--- src/sv/wsd_pkg.sv ---
// Shared types and constants for the WebSocket frame deframer.
package wsd_pkg;

    localparam int unsigned BYTE_W  = 8;
    localparam int unsigned KIND_W  = 3;
    localparam int unsigned OPC_W   = 4;
    localparam int unsigned CODE_W  = 16;
    localparam int unsigned LEN_W   = 16;
    localparam int unsigned PHASE_W = 3;

    // Parser phases
    localparam logic [PHASE_W-1:0] PH_HDR0    = 3'd0;
    localparam logic [PHASE_W-1:0] PH_HDR1    = 3'd1;
    localparam logic [PHASE_W-1:0] PH_EXTLEN  = 3'd2;
    localparam logic [PHASE_W-1:0] PH_MASK    = 3'd3;
    localparam logic [PHASE_W-1:0] PH_PAYLOAD = 3'd4;
    localparam logic [PHASE_W-1:0] PH_HALT    = 3'd5;

    // Result kinds
    localparam logic [KIND_W-1:0] K_DATA   = 3'd0;
    localparam logic [KIND_W-1:0] K_EMPTY  = 3'd1;
    localparam logic [KIND_W-1:0] K_CLOSE  = 3'd2;
    localparam logic [KIND_W-1:0] K_BADOP  = 3'd3;
    localparam logic [KIND_W-1:0] K_BADLEN = 3'd4;

    // Opcodes
    localparam logic [6:0] OP_CONT   = 7'd0;
    localparam logic [6:0] OP_TEXT   = 7'd1;
    localparam logic [6:0] OP_BIN    = 7'd2;
    localparam logic [6:0] OP_CLS    = 7'd8;
    localparam logic [6:0] OP_PING   = 7'd9;
    localparam logic [6:0] OP_PONG   = 7'd10;

    localparam logic [OPC_W-1:0] OPC_CLOSE = 4'd8;
    localparam logic [OPC_W-1:0] OPC_BINARY = 4'd2;

    // Seven-bit length escapes
    localparam logic [6:0] LEN_EXT16 = 7'd126;
    localparam logic [6:0] LEN_EXT64 = 7'd127;

    typedef struct packed {
        logic [KIND_W-1:0] kind;
        logic [BYTE_W-1:0] payload_byte;
        logic [OPC_W-1:0]  frame_type;
        logic              frame_end;
        logic [CODE_W-1:0] close_code;
    } t_result;

endpackage

--- src/sv/wsd_parser.sv ---
// Per-byte header, mask and payload parser with its frame state registers.
module wsd_parser (
    input  logic             i_clk,
    input  logic             i_rst_n,
    input  logic             i_accept,
    input  logic [7:0]       i_byte,
    output logic             o_res_valid,
    output wsd_pkg::t_result o_res
);
    import wsd_pkg::*;

    logic [PHASE_W-1:0] r_phase, n_phase;
    logic [OPC_W-1:0]   r_opcode, n_opcode;
    logic               r_masked, n_masked;
    logic [LEN_W-1:0]   r_bytes_left, n_bytes_left;
    logic [1:0]         r_field_count, n_field_count;
    logic [31:0]        r_mask_key, n_mask_key;
    logic [1:0]         r_mask_index, n_mask_index;
    logic [CODE_W-1:0]  r_code_accum, n_code_accum;
    logic [1:0]         r_code_seen, n_code_seen;

    logic [6:0]        op7;
    logic [6:0]        len7;
    logic              op_ok;
    logic              cur_is_data;
    logic              do_length;
    logic              do_begin;
    logic [7:0]        key_byte;
    logic [7:0]        data_byte;
    logic              last;
    logic              res_valid;
    logic [KIND_W-1:0] res_kind;
    logic [7:0]        res_payload;
    logic              res_end;
    logic [CODE_W-1:0] res_code;

    always_comb begin
        op7   = i_byte[6:0];
        len7  = i_byte[6:0];
        op_ok = (op7 == OP_CONT) || (op7 == OP_TEXT) || (op7 == OP_BIN) ||
                (op7 == OP_CLS) || (op7 == OP_PING) || (op7 == OP_PONG);
        cur_is_data = (r_opcode <= OPC_BINARY);

        unique case (r_mask_index)
            2'd0:    key_byte = r_mask_key[31:24];
            2'd1:    key_byte = r_mask_key[23:16];
            2'd2:    key_byte = r_mask_key[15:8];
            default: key_byte = r_mask_key[7:0];
        endcase
        data_byte = r_masked ? (i_byte ^ key_byte) : i_byte;
        last      = (r_bytes_left == 16'd1);

        n_phase       = r_phase;
        n_opcode      = r_opcode;
        n_masked      = r_masked;
        n_bytes_left  = r_bytes_left;
        n_field_count = r_field_count;
        n_mask_key    = r_mask_key;
        n_mask_index  = r_mask_index;
        n_code_accum  = r_code_accum;
        n_code_seen   = r_code_seen;
        do_length     = 1'b0;
        do_begin      = 1'b0;
        res_valid     = 1'b0;
        res_kind      = K_DATA;
        res_payload   = 8'd0;
        res_end       = 1'b0;
        res_code      = '0;

        unique case (r_phase)
            PH_HDR0: begin
                n_opcode = i_byte[3:0];
                if (!op_ok) begin
                    n_phase   = PH_HALT;
                    res_valid = 1'b1;
                    res_kind  = K_BADOP;
                end else begin
                    n_phase = PH_HDR1;
                end
            end
            PH_HDR1: begin
                n_masked = i_byte[7];
                if (len7 == LEN_EXT64) begin
                    n_phase   = PH_HALT;
                    res_valid = 1'b1;
                    res_kind  = K_BADLEN;
                end else if (len7 == LEN_EXT16) begin
                    n_phase       = PH_EXTLEN;
                    n_field_count = 2'd0;
                    n_bytes_left  = '0;
                end else begin
                    n_bytes_left = {9'd0, len7};
                    do_length    = 1'b1;
                end
            end
            PH_EXTLEN: begin
                n_bytes_left = {r_bytes_left[7:0], i_byte};
                if (r_field_count == 2'd0) begin
                    n_field_count = 2'd1;
                end else begin
                    n_field_count = 2'd0;
                    do_length     = 1'b1;
                end
            end
            PH_MASK: begin
                n_mask_key = {r_mask_key[23:0], i_byte};
                if (r_field_count != 2'd3) begin
                    n_field_count = r_field_count + 2'd1;
                end else begin
                    n_field_count = 2'd0;
                    do_begin      = 1'b1;
                end
            end
            PH_PAYLOAD: begin
                n_mask_index = r_mask_index + 2'd1;
                n_bytes_left = r_bytes_left - 16'd1;
                if (cur_is_data) begin
                    if (last) begin
                        n_phase = PH_HDR0;
                    end
                    res_valid   = 1'b1;
                    res_kind    = K_DATA;
                    res_payload = data_byte;
                    res_end     = last;
                end else if (r_opcode == OPC_CLOSE) begin
                    // keep only the first two payload bytes as the status code
                    if (r_code_seen != 2'd2) begin
                        n_code_accum = {r_code_accum[7:0], data_byte};
                        n_code_seen  = r_code_seen + 2'd1;
                    end
                    if (last) begin
                        n_phase   = PH_HALT;
                        res_valid = 1'b1;
                        res_kind  = K_CLOSE;
                        res_code  = (n_code_seen == 2'd2) ? n_code_accum : '0;
                    end
                end else if (last) begin
                    n_phase = PH_HDR0;
                end
            end
            PH_HALT: begin
                n_phase = PH_HALT;
            end
            default: begin
                n_phase = r_phase;
            end
        endcase

        if (do_length) begin
            if (n_masked) begin
                n_phase       = PH_MASK;
                n_field_count = 2'd0;
                n_mask_key    = '0;
            end else begin
                do_begin = 1'b1;
            end
        end

        if (do_begin) begin
            n_mask_index = 2'd0;
            n_code_accum = '0;
            n_code_seen  = 2'd0;
            if (n_bytes_left != 16'd0) begin
                n_phase = PH_PAYLOAD;
            end else if (cur_is_data) begin
                n_phase   = PH_HDR0;
                res_valid = 1'b1;
                res_kind  = K_EMPTY;
                res_end   = 1'b1;
            end else if (r_opcode == OPC_CLOSE) begin
                n_phase   = PH_HALT;
                res_valid = 1'b1;
                res_kind  = K_CLOSE;
            end else begin
                n_phase = PH_HDR0;
            end
        end
    end

    always_ff @(posedge i_clk) begin
        if (!i_rst_n) begin
            r_phase       <= PH_HDR0;
            r_opcode      <= '0;
            r_masked      <= 1'b0;
            r_bytes_left  <= '0;
            r_field_count <= '0;
            r_mask_key    <= '0;
            r_mask_index  <= '0;
            r_code_accum  <= '0;
            r_code_seen   <= '0;
        end else if (i_accept) begin
            r_phase       <= n_phase;
            r_opcode      <= n_opcode;
            r_masked      <= n_masked;
            r_bytes_left  <= n_bytes_left;
            r_field_count <= n_field_count;
            r_mask_key    <= n_mask_key;
            r_mask_index  <= n_mask_index;
            r_code_accum  <= n_code_accum;
            r_code_seen   <= n_code_seen;
        end
    end

    assign o_res_valid       = i_accept && res_valid;
    assign o_res.kind        = res_kind;
    assign o_res.payload_byte = res_payload;
    assign o_res.frame_type  = n_opcode;
    assign o_res.frame_end   = res_end;
    assign o_res.close_code  = res_code;

endmodule

--- src/sv/wsd_out_buf.sv ---
// Result register with a skid stage so the input side keeps moving under a stall until both are full.
module wsd_out_buf (
    input  logic             i_clk,
    input  logic             i_rst_n,
    input  logic             i_push,
    input  wsd_pkg::t_result i_res,
    output logic             o_ready,
    output logic             o_valid,
    input  logic             i_out_ready,
    output wsd_pkg::t_result o_res
);
    import wsd_pkg::*;

    logic    r_main_valid;
    logic    r_skid_valid;
    t_result r_main;
    t_result r_skid;
    logic    pop;

    assign pop = r_main_valid && i_out_ready;

    always_ff @(posedge i_clk) begin
        if (!i_rst_n) begin
            r_main_valid <= 1'b0;
            r_skid_valid <= 1'b0;
        end else if (r_skid_valid) begin
            if (pop) begin
                r_skid_valid <= 1'b0;
            end
        end else if (i_push) begin
            if (!r_main_valid || pop) begin
                r_main_valid <= 1'b1;
            end else begin
                r_skid_valid <= 1'b1;
            end
        end else if (pop) begin
            r_main_valid <= 1'b0;
        end
    end

    always_ff @(posedge i_clk) begin
        if (r_skid_valid) begin
            if (pop) begin
                r_main <= r_skid;
            end
        end else if (i_push) begin
            if (!r_main_valid || pop) begin
                r_main <= i_res;
            end else begin
                r_skid <= i_res;
            end
        end
    end

    assign o_ready = !r_skid_valid;
    assign o_valid = r_main_valid;
    assign o_res   = r_main;

endmodule

--- src/sv/websocket_frame_deframer_unit.sv ---
// Top level of the WebSocket frame deframer: byte stream in, frame results out.
// Takes one received byte per transfer and can take a byte in every cycle while the
// output stage has room: each byte updates the header, length, mask-key and payload
// state, and any result it causes is registered in the output stage. A two-entry output
// stage (result register plus skid register) lets the input keep flowing while a result
// waits; the input stalls only when both entries are full. Results carry tuser = kind
// (0 payload byte, 1 empty data frame, 2 close, 3 bad opcode, 4 unsupported 64-bit
// length) and tlast on the last result of a data frame. Masked payloads are unmasked.
// After a close, bad opcode or 64-bit length result, all further bytes are absorbed
// with no result until reset.
module websocket_frame_deframer_unit (
    input  logic        i_clk,
    input  logic        i_rst_n,
    input  logic        i_s_axis_tvalid,
    output logic        o_s_axis_tready,
    input  logic [7:0]  i_s_axis_tdata,   // [7:0] rx_byte
    output logic        o_m_axis_tvalid,
    input  logic        i_m_axis_tready,
    output logic [31:0] o_m_axis_tdata,   // [7:0] payload_byte, [11:8] frame_type,
                                          // [27:12] close_code, [31:28] zero
    output logic [2:0]  o_m_axis_tuser,   // [2:0] kind
    output logic        o_m_axis_tlast    // frame_end
);
    import wsd_pkg::*;

    logic    accept;
    logic    res_valid;
    t_result res;
    t_result out_res;

    assign accept = i_s_axis_tvalid && o_s_axis_tready;

    wsd_parser u_parser (
        .i_clk       (i_clk),
        .i_rst_n     (i_rst_n),
        .i_accept    (accept),
        .i_byte      (i_s_axis_tdata),
        .o_res_valid (res_valid),
        .o_res       (res)
    );

    wsd_out_buf u_out_buf (
        .i_clk       (i_clk),
        .i_rst_n     (i_rst_n),
        .i_push      (res_valid),
        .i_res       (res),
        .o_ready     (o_s_axis_tready),
        .o_valid     (o_m_axis_tvalid),
        .i_out_ready (i_m_axis_tready),
        .o_res       (out_res)
    );

    assign o_m_axis_tdata = {4'd0, out_res.close_code, out_res.frame_type, out_res.payload_byte};
    assign o_m_axis_tuser = out_res.kind;
    assign o_m_axis_tlast = out_res.frame_end;

endmodule

--- config.mk ---
export PLATFORM = sky130hd
export DESIGN_NAME = websocket_frame_deframer_unit
export DESIGN_NICKNAME = d
export VERILOG_FILES = /design/src/sv/wsd_pkg.sv /design/src/sv/wsd_parser.sv /design/src/sv/wsd_out_buf.sv /design/src/sv/websocket_frame_deframer_unit.sv
export SDC_FILE = /design/constraint.sdc
export NUM_CORES = 1
export LEC_CHECK = 0
export BUFFER_PORTS_ARGS = -buffer_cell sky130_fd_sc_hd__clkbuf_2
export CORE_MARGIN = 3
export CORE_UTILIZATION = 55
export CTS_CLUSTER_DIAMETER = 60
export CTS_CLUSTER_SIZE = 12
export DETAILED_ROUTE_END_ITERATION = 10
export PLACE_DENSITY = 0.84
export SETUP_SLACK_MARGIN = 0.15
export SYNTH_ARGS = -nofsm -noshare
export SYNTH_HDL_FRONTEND = slang
export SYNTH_SLANG_ARGS = --single-unit
--- constraint.sdc ---
create_clock -name i_clk -period 6.48 [get_ports i_clk]
set_input_delay 0.324 -clock i_clk [delete_from_list [all_inputs] [get_ports i_clk]]
set_output_delay 0.324 -clock i_clk [all_outputs]
set_load 0.02 [all_outputs]
==> results of run 1 <==
metrics by stage:
step | util | hold WS, ps | instance area, um2
floorplan | - | 435.9 | 7490
global placement | 0.5936 | 441.6 | 7704
detailed placement | 0.5936 | 447.5 | 7704
CTS | 0.6377 | 225.6 | 8277
global route | 0.6377 | 237.7 | 8277
finish | 0.6377 | 239.1 | 8277
metal layers:
metal  vias to the layer above  track usage  routed length, um
li1                       2891            -                  -
met1                      2825       0.3380               7821
met2                       277       0.3614               7826
met3                        29      0.06083               1340
met4                         0      0.09097                287
met5                         -            0                  0
power by group through the flow:
stage                     Sequential [W]  Clock, W  Combinational (W)
after floorplan                  0.00113         0           0.000454
after global placement           0.00110         0           0.000608
after detailed placement         0.00111         0           0.000614
after CTS                        0.00109  0.000970           0.000618
after global routing             0.00110   0.00101           0.000684
final                            0.00109  0.000954           0.000626
cell families after synthesis:
family / count (synthesis) / share of synthesized area
buffers and inverters: 75 / 0.04835
AO/OA/AOI/OAI: 182 / 0.1598
other: 1 / 0.0005014
XOR/XNOR: 13 / 0.01523
flip-flops: 144 / 0.4711
multiplexers: 38 / 0.05404
AND/OR/NAND/NOR: 334 / 0.2342
adder cells (fa/ha/maj): 10 / 0.01673
worst min path at each step:
stage                                       start                       to  slack, ps  cells past startpoint
after floorplan           u_parser.r_mask_key[24]  u_parser.r_mask_key[24]        440                      2
after global placement    u_parser.r_mask_key[28]  u_parser.r_mask_key[28]        440                      2
after detailed placement  u_parser.r_mask_key[28]  u_parser.r_mask_key[28]        450                      2
after CTS                         i_s_axis_tvalid   u_out_buf.r_skid_valid        230                      3
after global routing            i_s_axis_tdata[5]   u_parser.r_mask_key[5]        240                      3
final                             i_s_axis_tvalid   u_out_buf.r_skid_valid        240                      3
synthesized netlist by cell type (all sizes together), types with 10 or more instances:
master / instances
nor3b: 15
and2: 33
nor4: 10
o21ai: 45
nand4: 11
nor2: 51
o31ai: 20
dfxtp: 80
mux2i: 19
inv: 16
a22oi: 19
mux2: 19
nand2: 136
ha: 10
clkbuf: 37
a21oi: 47
buf: 21
nand3: 13
edfxtp: 64
nor2b: 26
critical path: cells and delay by family, from the launching register on:
| kind | cells | cell delay (ps) |
|---|---|---|
| AND/OR/NAND/NOR | 4 | 1560 |
| flip-flops | 1 | 790 |
| AO/OA/AOI/OAI | 3 | 1370 |
registers in the layout, indices dropped and copies added (netlist names), 2 cells and up:
| signal | flops |
|---|---|
| u_parser.r_phase | 3 |
| u_parser.r_field_count | 2 |
| u_parser.r_code_accum | 16 |
| u_out_buf.o_res | 32 |
| u_parser.r_opcode | 4 |
| u_parser.r_bytes_left | 16 |
| u_parser.r_mask_index | 2 |
| u_parser.r_mask_key | 32 |
| u_parser.r_code_seen | 2 |
| u_out_buf.r_skid | 32 |
cell type report:
cell class                      count  area share
Clock buffer                       17     0.05140
Clock inverter                     15     0.01784
Inverter                           16    0.007256
Multi-Input combinational cell    581      0.4382
Sequential cell                   144      0.4257
Tap cell                          172     0.02600
Timing Repair Buffer               52     0.03356
==> metrics.txt, run 1 <==
status finished, final reports clean; CTS-repair resized insts 0; final critical delay including setup and external delays 4105 ps; clock latency on the worst-skew pair 430 ps; overall die width 122.6 um; setup-violating endpoint count in the final report 0; wire length after detailed routing 17.28 mm; number of buffers created by CTS 17; number of enable-type register cells in the synthesized netlist 64; first-iteration detailed-routing DRC count 695; max-slew headroom at the worst pin 0.1934; Syn Inst Count 797; Die H 122.6 um; slowest cell on the critical path a31oi_4; Max FO, Critical Path 32; number of diodes added for antenna fixing 0; Vias/cell 6.040; most area-hungry cell type in the Yosys netlist edfxtp_1; I/O pin cnt 50; endpoint of the most critical register-to-register path u_out_buf.o_res[2]; Placed Cells incl. Taps 965; Hold WC Path Type input port to flop; worst voltage drop across the vdd grid 193.4 uV; area of the core region 0.01298 mm2; Tot Pwr 0.002671 W; drt first pass iters 6; Critical path destination u_out_buf.o_res[2]; Fin. Hold Viols 0; fraction of final layout cells sized beyond drive strength 1 0.1503; number of nets in the layout 834; CP Capture Type flop; library cells used by synthesis 74; most used flip-flop cell after synthesis dfxtp_1; required time at the endpoint of the critical path 6520 ps; global-route wire length before repair 28.36 mm; Avg WL per Cell 17.33 um; clk buf depth 2; type of the setup path with the least slack flop to flop; asr flop ratio synth 0; clock-pin transition on the worst setup and hold timing paths 60 ps; overall fraction of global-route tracks in use 0.2412; netlist area before placement 0.007478 mm2; Combinational Power Share 0.234; placer congestion estimate 0.9206; sequential cell area 0.003523 mm2; CP Launch Type flop; antenna violations before repair 0; cell area power density 322.7 mW/mm2; transition time at the pin with the least slew margin 1207 ps; top cell type's share of synthesized area 0.2570; CP peak stage delay 870 ps; setup slack after layout 2375 ps; Net Sw Power 0.0008759 W; fraction of power consumed by the clock network 0.357; H-Tree Depth 4; fraction of power consumed by sequential logic 0.408; Worst Skew 7.831 ps; launching instance or port of the critical path u_parser.r_phase[0]; Final HPWL DP 11.37 mm; quantity of I/O buffers inserted on ports 45; total of hold buffers inserted after clock tree synthesis 0; total vias in the final route 6022; Final Max Slew Viols 0; total congestion overflow 0; Clock Tree Root clkbuf_16; Syn Area/Cell 9.383 um2; largest net degree at the start of global routing 52; cell-by-cell listing of the critical path or3b_1 > nor4_1 > a211o_1 > a21oi_1 > nor4b_2 > nand4_1 > a31oi_4; worst endpoint data arrival time 4150 ps; number of cell instances on the worst register-to-register path 7; Area Overhead vs Synth 10.67%; fillers 1022; number of standard-cell rows in the floorplan 41; Reg2Reg Launch Point u_parser.r_phase[0]; Fin Setup TNS 0 ps; setup slack after placement 2413 ps; final clock period utilization by the worst path 0.6334; DRC violations left 0; vias in the first global route 5507; share of the yosys chip area belonging to registers 0.4711; post-CTS setup repair buffer count 0; initial standard-cell utilization of the core 0.5762; Antenna Violating Nets Remaining 0; CTS tree yes; Sinks on Clock Net 144; flops & latches, synth 144; Int Power 0.001795 W; Leak Pwr 2.892 nW; number of maximum-capacitance constraint violations 0; setup repair after global routing missed its margin false; highest clock rate 243.6 MHz; Die Area 0.01503 mm2; footprint of the multi-input gates 0.003627 mm2; most common cell after layout, fill and taps aside nand2_1; Sw Share 0.3280; total number of yosys warnings 0; top cells by area in the synthesized netlist edfxtp_1, dfxtp_1, nand2_1; non-filler instance count after layout 997; Register-to-Register Setup Slack 2380 ps; most frequent cells in the layout nand2_1, dfxtp_1, edfxtp_1, nor2_1, a21oi_1
No activity file was read; power rests on OpenSTA's default activity.
==> run 2, diff against run 1 <==
Settings changed: CORE_UTILIZATION 55 to 60, PLACE_DENSITY 0.84 to 0.87.
Clock period 6.48 ns to 3.8 ns, I/O delays scaled along.
==> run 2 against run 1 <==
Global-route usage up 2.8 points. Critical endpoint is now u_out_buf.r_skid[24]. Design area is 1.3% higher. Non-clock buffer count rose by 11. Largest cell class unchanged. Critical path type unchanged. Clock skew up 3.4 ps. Largest power group unchanged. Critical path depth rose by 3.
==> metrics.txt, run 2 (same netlist as run 1, synthesis figures left out) <==
quantity of I/O buffers inserted on ports 45 (unchanged); overall die width 117.6 um (was 122.6 um); first-iteration detailed-routing DRC count 809 (was 695); total vias in the final route 6261 (was 6022); endpoint of the most critical register-to-register path u_out_buf.r_skid[24] (was u_out_buf.o_res[2]); met2 demand-to-capacity share in global routing 0.4312 (was 0.3614); DRC violations left 0 (unchanged); clock-pin transition on the worst setup and hold timing paths 60 ps (about the same); initial standard-cell utilization of the core 0.6175 (was 0.5762); Avg WL per Cell 18.39 um (was 17.33 um); setup-violating endpoint count in the final report 0 (unchanged); global routing met3 resource utilization 0.06295 (was 0.06083); worst hold start i_s_axis_tdata[5] (was i_s_axis_tvalid); final clock period utilization by the worst path 0.8901 (was 0.6334); Area Overhead vs Synth 12.10% (was 10.67%); status finished, final reports clean (unchanged); most frequent cells in the layout nand2_1, dfxtp_1, edfxtp_1, nor2_1, a21oi_1 (unchanged); CP Launch Type flop (unchanged); number of buffers created by CTS 17 (unchanged); final critical delay including setup and external delays 3382 ps (was 4105 ps); clock latency on the worst-skew pair 430 ps (about the same); Antenna Violating Nets Remaining 0 (unchanged); overall fraction of global-route tracks in use 0.2692 (was 0.2412); H-Tree Depth 4 (unchanged); cell area power density 543.0 mW/mm2 (was 322.7 mW/mm2); Max FO, Critical Path 32 (unchanged); worst endpoint data arrival time 3500 ps (was 4150 ps); placer congestion estimate 0.9509 (was 0.9206); worst hold path endpoint u_parser.r_mask_key[5] (was u_out_buf.r_skid_valid); type of the setup path with the least slack flop to flop (unchanged); Die H 117.6 um (was 122.6 um); antenna violations before repair 0 (unchanged); global-route wire length before repair 29.99 mm (was 28.36 mm); Die Area 0.01384 mm2 (was 0.01503 mm2); most common cell after layout, fill and taps aside nand2_1 (unchanged); Worst Skew 11.22 ps (was 7.831 ps); number of standard-cell rows in the floorplan 40 (was 41); wire length after detailed routing 18.47 mm (was 17.28 mm); largest net degree at the start of global routing 52 (unchanged); CP Capture Type flop (unchanged); Clock Tree Root clkbuf_16 (unchanged); number of diodes added for antenna fixing 0 (unchanged); number of cell instances on the worst register-to-register path 10 (was 7); Hold WC Path Type input port to flop (unchanged); Fin Setup TNS 0 ps (unchanged); I/O pin cnt 50 (unchanged); Leak Pwr 2.951 nW (was 2.892 nW); total congestion overflow 0 (unchanged); Vias/cell 6.236 (was 6.040); clk buf depth 2 (unchanged); number of maximum-capacitance constraint violations 0 (unchanged); number of instances on the worst hold path 3 (unchanged); total of hold buffers inserted after clock tree synthesis 0 (unchanged); CTS-repair resized insts 0 (unchanged); Final Max Slew Viols 0 (unchanged); max-slew headroom at the worst pin 0.2204 (was 0.1934); Reg2Reg Launch Point u_parser.r_bytes_left[0] (was u_parser.r_phase[0]); Register-to-Register Setup Slack 420 ps (was 2380 ps); highest clock rate 295.7 MHz (was 243.6 MHz); drt first pass iters 6 (unchanged); required time at the endpoint of the critical path 3920 ps (was 6520 ps); area of placed instances 0.007833 mm2 (was 0.007704 mm2); number of nets in the layout 845 (was 834); transition time at the pin with the least slew margin 1169 ps (was 1207 ps); worst voltage drop across the vdd grid 297.2 uV (was 193.4 uV); Final HPWL DP 12.42 mm (was 11.37 mm); setup repair after global routing missed its margin false (unchanged); Top Usage Layer GRT met2 (unchanged); post-CTS setup repair buffer count 0 (unchanged); fraction of final layout cells sized beyond drive strength 1 0.1651 (was 0.1503); vias in the first global route 5903 (was 5507); final std cell area, no fill 0.008383 mm2 (was 0.008277 mm2); met1 Use GR 0.3417 (was 0.3380); fillers 920 (was 1022); Sinks on Clock Net 144 (unchanged); Fin. Hold Viols 0 (unchanged); area of the core region 0.01211 mm2 (was 0.01298 mm2); CTS tree yes (unchanged)
-- run 2: changes by cell type in the layout (fill, tap and decap cells not counted), sizes merged --
cell,before,now
clkbuf,62,63
buf,7,18
inv,24,18
clkinv,4,9
-- run 2: cell type report --
type                            count  area (um2)  share of cell area
Clock buffer                       18       429.2             0.05119
Clock inverter                     14       117.6             0.01403
Tap cell                          168       210.2             0.02507
Timing Repair Buffer               63       385.4             0.04597
Multi-Input combinational cell    581        3656              0.4361
Inverter                           16       60.06            0.007164
Sequential cell                   144        3525              0.4204
-- run 2: worst max-delay path by stage --
| stage | startpoint | end | slack, ps | cells past startpoint |
|---|---|---|---|---|
| 2_1_floorplan | u_parser.r_bytes_left[2] | u_out_buf.r_skid[0] | 150 | 8 |
| 3_3_place_gp | u_parser.r_phase[1] | u_out_buf.r_skid[27] | 450 | 8 |
| 3_5_place_dp | u_parser.r_phase[1] | u_out_buf.r_skid[25] | 310 | 8 |
| 4_1_cts | u_parser.r_phase[1] | u_out_buf.r_skid[26] | 290 | 8 |
| 5_1_grt | u_parser.r_phase[2] | u_out_buf.r_skid[31] | 250 | 8 |
| 6_report | u_parser.r_bytes_left[0] | u_out_buf.r_skid[24] | 420 | 10 |
-- run 2: layer usage --
metal | routed length [um] | up-vias
li1 | - | 2913
met1 | 7484 | 2965
met2 | 8830 | 318
met3 | 1396 | 65
met4 | 754 | 0
met5 | 0 | -
-- run 2: worst max-delay path, cell delays in order, from the launching register on --
cell and delay [ps]:
dfxtp_1 520, inv_1 90, ha_2 240, nor3b_4 190, and2_1 230, a32oi_1 320, o311ai_0 190, nor4_1 390
nand4_1 230, a2111oi_4 400, buf_12 250
-- run 2: report_power, final --
group,internal (W),switching (W),total (W),leakage [nW]
clock network,0.000896,0.000645,0.00154,0.267
logic,0.000433,0.000730,0.00116,1.44
registers,0.00175,0.0000926,0.00185,1.24
-- run 2: per-stage QoR --
| step | hold slack [ps] | instances | setup WS, ps | util | total power (W) |
|---|---|---|---|---|---|
| after floorplan | 326.0 | 800 | 154.1 | - | 0.002712 |
| after global placement | 442.4 | 972 | 447.2 | 0.6467 | 0.002987 |
| after detailed placement | 453.3 | 972 | 313.9 | 0.6467 | 0.003015 |
| after CTS | 110.1 | 1004 | 294.0 | 0.6918 | 0.004543 |
| after global routing | 129.5 | 1004 | 247.6 | 0.6921 | 0.004739 |
| final | 128.7 | 1004 | 417.7 | 0.6921 | 0.004552 |
==> run 3, diff against run 2 <==
Settings changed: ABC_AREA from default to 1, RECOVER_POWER from default to 100.
==> run 3 against run 2 <==
Maximum frequency is 7.7% higher. Area after synthesis down 0.95%. Worst setup slack gained 240 ps. Wire length fell by 6.3%. First-iteration DRC count down 20%. Worst hold slack worse by 69 ps. Largest power group unchanged. Flip-flop and latch count is the same. Critical endpoint is now u_out_buf.r_skid[8]. Clock skew shrank 2.0 ps. Sequential share of layout area increased by 0.75 points. Synthesized cell count is 20% higher.
==> metrics.txt, run 3 <==
status finished, final reports clean (unchanged); CP peak stage delay 440 ps (was 520 ps); type of the setup path with the least slack flop to flop (unchanged); flops & latches, synth 144 (unchanged); Fin. Hold Viols 0 (unchanged); Worst Skew 9.223 ps (was 11.22 ps); final clock period utilization by the worst path 0.8264 (was 0.8901); number of standard-cell rows in the floorplan 39 (was 40); highest clock rate 318.4 MHz (was 295.7 MHz); Final HPWL DP 11.84 mm (was 12.42 mm); Die H 117.1 um (was 117.6 um); Sinks on Clock Net 144 (unchanged); required time at the endpoint of the critical path 3900 ps (was 3920 ps); worst endpoint data arrival time 3240 ps (was 3500 ps); Tot Pwr 0.004210 W (was 0.004552 W); Die Area 0.01371 mm2 (was 0.01384 mm2); cell area power density 511.3 mW/mm2 (was 543.0 mW/mm2); placer congestion estimate 0.9371 (was 0.9509); total of hold buffers inserted after clock tree synthesis 0 (unchanged); number of nets in the layout 1012 (was 845); clock-pin transition on the worst setup and hold timing paths 60 ps (about the same); Placed Cells incl. Taps 1135 (was 972); number of buffers created by CTS 17 (unchanged); most used flip-flop cell after synthesis dfxtp_1 (unchanged); worst voltage drop across the vdd grid 215.7 uV (was 297.2 uV); global-route wire length before repair 28.17 mm (was 29.99 mm); CP Capture Type flop (unchanged); asr flop ratio synth 0 (unchanged); transition time at the pin with the least slew margin 996.3 ps (was 1169 ps); Avg WL per Cell 14.83 um (was 18.39 um); cell repeated most along the worst path nand2_1; fraction of final layout cells sized beyond drive strength 1 0.07876 (was 0.1651); overall fraction of global-route tracks in use 0.2638 (was 0.2692); non-filler instance count after layout 1167 (was 1004); Vias/cell 5.576 (was 6.236); number of enable-type register cells in the synthesized netlist 64 (unchanged); cell-by-cell listing of the critical path inv_1 > nand2_1 > nor2_1 > nand3_1 > nand2_1 > nand2_1 > nand3_1 > nor2_1 > nand2_1 > nor2_1 > nand3_1 > nand2_1 > nand3_1 > inv_1 > clkbuf_2 (was inv_1 > ha_2 > nor3b_4 > and2_1 > a32oi_1 > o311ai_0 > nor4_1 > nand4_1 > a2111oi_4 > buf_12); synth cell count leaders nand2_1, inv_1, dfxtp_1, nor2_1, edfxtp_1 (was nand2_1, dfxtp_1, edfxtp_1, nor2_1, a21oi_1); slowest cell on the critical path nor2_1 (was dfxtp_1); overall die width 117.1 um (was 117.6 um); Syn Area/Cell 7.772 um2 (was 9.383 um2); share of the yosys chip area belonging to registers 0.4757 (was 0.4711); Syn Inst Count 953 (was 797); endpoint of the most critical register-to-register path u_out_buf.r_skid[8] (was u_out_buf.r_skid[24]); Antenna Violating Nets Remaining 0 (unchanged); setup slack after placement 957.9 ps (was 313.9 ps); largest net degree at the start of global routing 46 (was 52); netlist area before placement 0.007407 mm2 (was 0.007478 mm2); setup-violating endpoint count in the final report 0 (unchanged); clk buf depth 2 (unchanged); most common cell after layout, fill and taps aside nand2_1 (unchanged); most frequent cell after synthesis nand2_1 (unchanged); quantity of I/O buffers inserted on ports 45 (unchanged); worst hold start i_m_axis_tready (was i_s_axis_tdata[5]); area of the core region 0.01176 mm2 (was 0.01211 mm2); top cell type's share of synthesized area 0.2595 (was 0.2570); post-CTS setup repair buffer count 0 (unchanged); vias in the first global route 5891 (was 5903); total congestion overflow 0 (unchanged); clock latency on the worst-skew pair 430 ps (about the same); max-slew headroom at the worst pin 0.3350 (was 0.2204); antenna violations before repair 0 (unchanged); wire length after detailed routing 17.31 mm (was 18.47 mm); CP Launch Type flop (unchanged); most frequent cells in the layout nand2_1, inv_1, nor2_1, dfxtp_1, edfxtp_1 (was nand2_1, dfxtp_1, edfxtp_1, nor2_1, a21oi_1); most area-hungry cell type in the Yosys netlist edfxtp_1 (unchanged); Register-to-Register Setup Slack 660 ps (was 420 ps); number of maximum-capacitance constraint violations 0 (unchanged); first-iteration detailed-routing DRC count 649 (was 809); DRC violations left 0 (unchanged); total number of yosys warnings 0 (unchanged); Min Hold Slack 59.28 ps (was 128.7 ps); Reg2Reg Launch Point u_parser.r_phase[2] (was u_parser.r_bytes_left[0]); Final Max Slew Viols 0 (unchanged); number of diodes added for antenna fixing 0 (unchanged); H-Tree Depth 4 (unchanged); number of instances on the worst hold path 4 (was 3); initial standard-cell utilization of the core 0.6299 (was 0.6175); Fin Setup TNS 0 ps (unchanged); setup slack after layout 659.5 ps (was 417.7 ps); drt first pass iters 6 (unchanged); worst hold path endpoint u_out_buf.r_skid_valid (was u_parser.r_mask_key[5]); I/O pin cnt 50 (unchanged); Leak Pwr 3.563 nW (was 2.951 nW); library cells used by synthesis 43 (was 74); Max FO, Critical Path 17 (was 32); Area Overhead vs Synth 11.17% (was 12.10%); Hold WC Path Type input port to flop (unchanged); final critical delay including setup and external delays 3141 ps (was 3382 ps); number of cell instances on the worst register-to-register path 15 (was 10); top cells by area in the synthesized netlist edfxtp_1, dfxtp_1, nand2_1 (unchanged); total vias in the final route 6507 (was 6261); CTS-repair resized insts 0 (unchanged); setup repair after global routing missed its margin false (unchanged); Clock Tree Root clkbuf_16 (unchanged); CTS tree yes (unchanged)
==> run 3: cell types whose count changed in the layout (fill, tap and decap cells not counted), moves of 31 or more <==
cell	before	now
inv_1	15	151
clkbuf_1	1	34
and2_1	32	0
nand3_1	12	55
o211ai_1	5	42
clkbuf_2	45	14
nand2_1	136	235
==> run 3: stage by stage <==
step                area, um2  utilization
floorplan                7422            -
global placement         7744       0.6585
detailed placement       7744       0.6585
CTS                      8328       0.7082
global route             8234       0.7002
finish                   8234       0.7002
==> run 3: cell families (layout without fill, tap and decap cells) <==
family	after synthesis	in the layout	synth area share
other cells	1	4	0.0005063
compound gates	175	175	0.1416
xor+xnor	9	9	0.01064
buf+inv	201	248	0.1074
mux	8	8	0.01216
flops	144	144	0.4757
simple gates	405	405	0.2351
fa+ha+maj	10	10	0.01689
==> run 3: power breakdown <==
part | switching, W | internal [W] | leakage [nW]
clock network | 0.000651 | 0.000974 | 0.271
registers | 0.0000673 | 0.00175 | 1.23
logic | 0.000556 | 0.000211 | 2.06
==> run 3: area by class of cell <==
class / instances / area [um2]
Clock inverter: 11 / 102.6
Sequential cell: 144 / 3523
Clock buffer: 21 / 481.7
Tap cell: 164 / 205.2
Inverter: 162 / 609.3
Fill cell: 930 / 3526
Timing Repair Buffer: 54 / 246.5
Multi-Input combinational cell: 611 / 3065
==> run 3: routing by layer <==
| metal | routed length, um | GRT usage |
|---|---|---|
| met1 | 7550 | 0.3511 |
| met5 | 0 | 0 |
| met2 | 8196 | 0.4232 |
| met4 | 418 | 0.1002 |
| met3 | 1143 | 0.05810 |
==> run 3: critical path, delay by kind of cell (launching register included) <==
kind	cells	cell delay, ps
AND/OR/NAND/NOR	12	1910
buffers and inverters	3	520
flip-flops	1	370
==> run 3: worst max path at each step <==
| stage | from | endpoint | slack, ps | depth (start not counted) |
|---|---|---|---|---|
| floorplan | u_parser.r_bytes_left[0] | u_out_buf.o_res[0] | 730 | 12 |
| global placement | u_parser.r_bytes_left[0] | u_out_buf.o_res[21] | 1020 | 13 |
| detailed placement | u_parser.r_bytes_left[0] | u_out_buf.o_res[26] | 960 | 13 |
| CTS | u_parser.r_bytes_left[0] | u_out_buf.o_res[26] | 930 | 16 |
| global route | u_parser.r_phase[2] | u_out_buf.o_res[26] | 370 | 15 |
| finish | u_parser.r_phase[2] | u_out_buf.r_skid[8] | 660 | 15 |
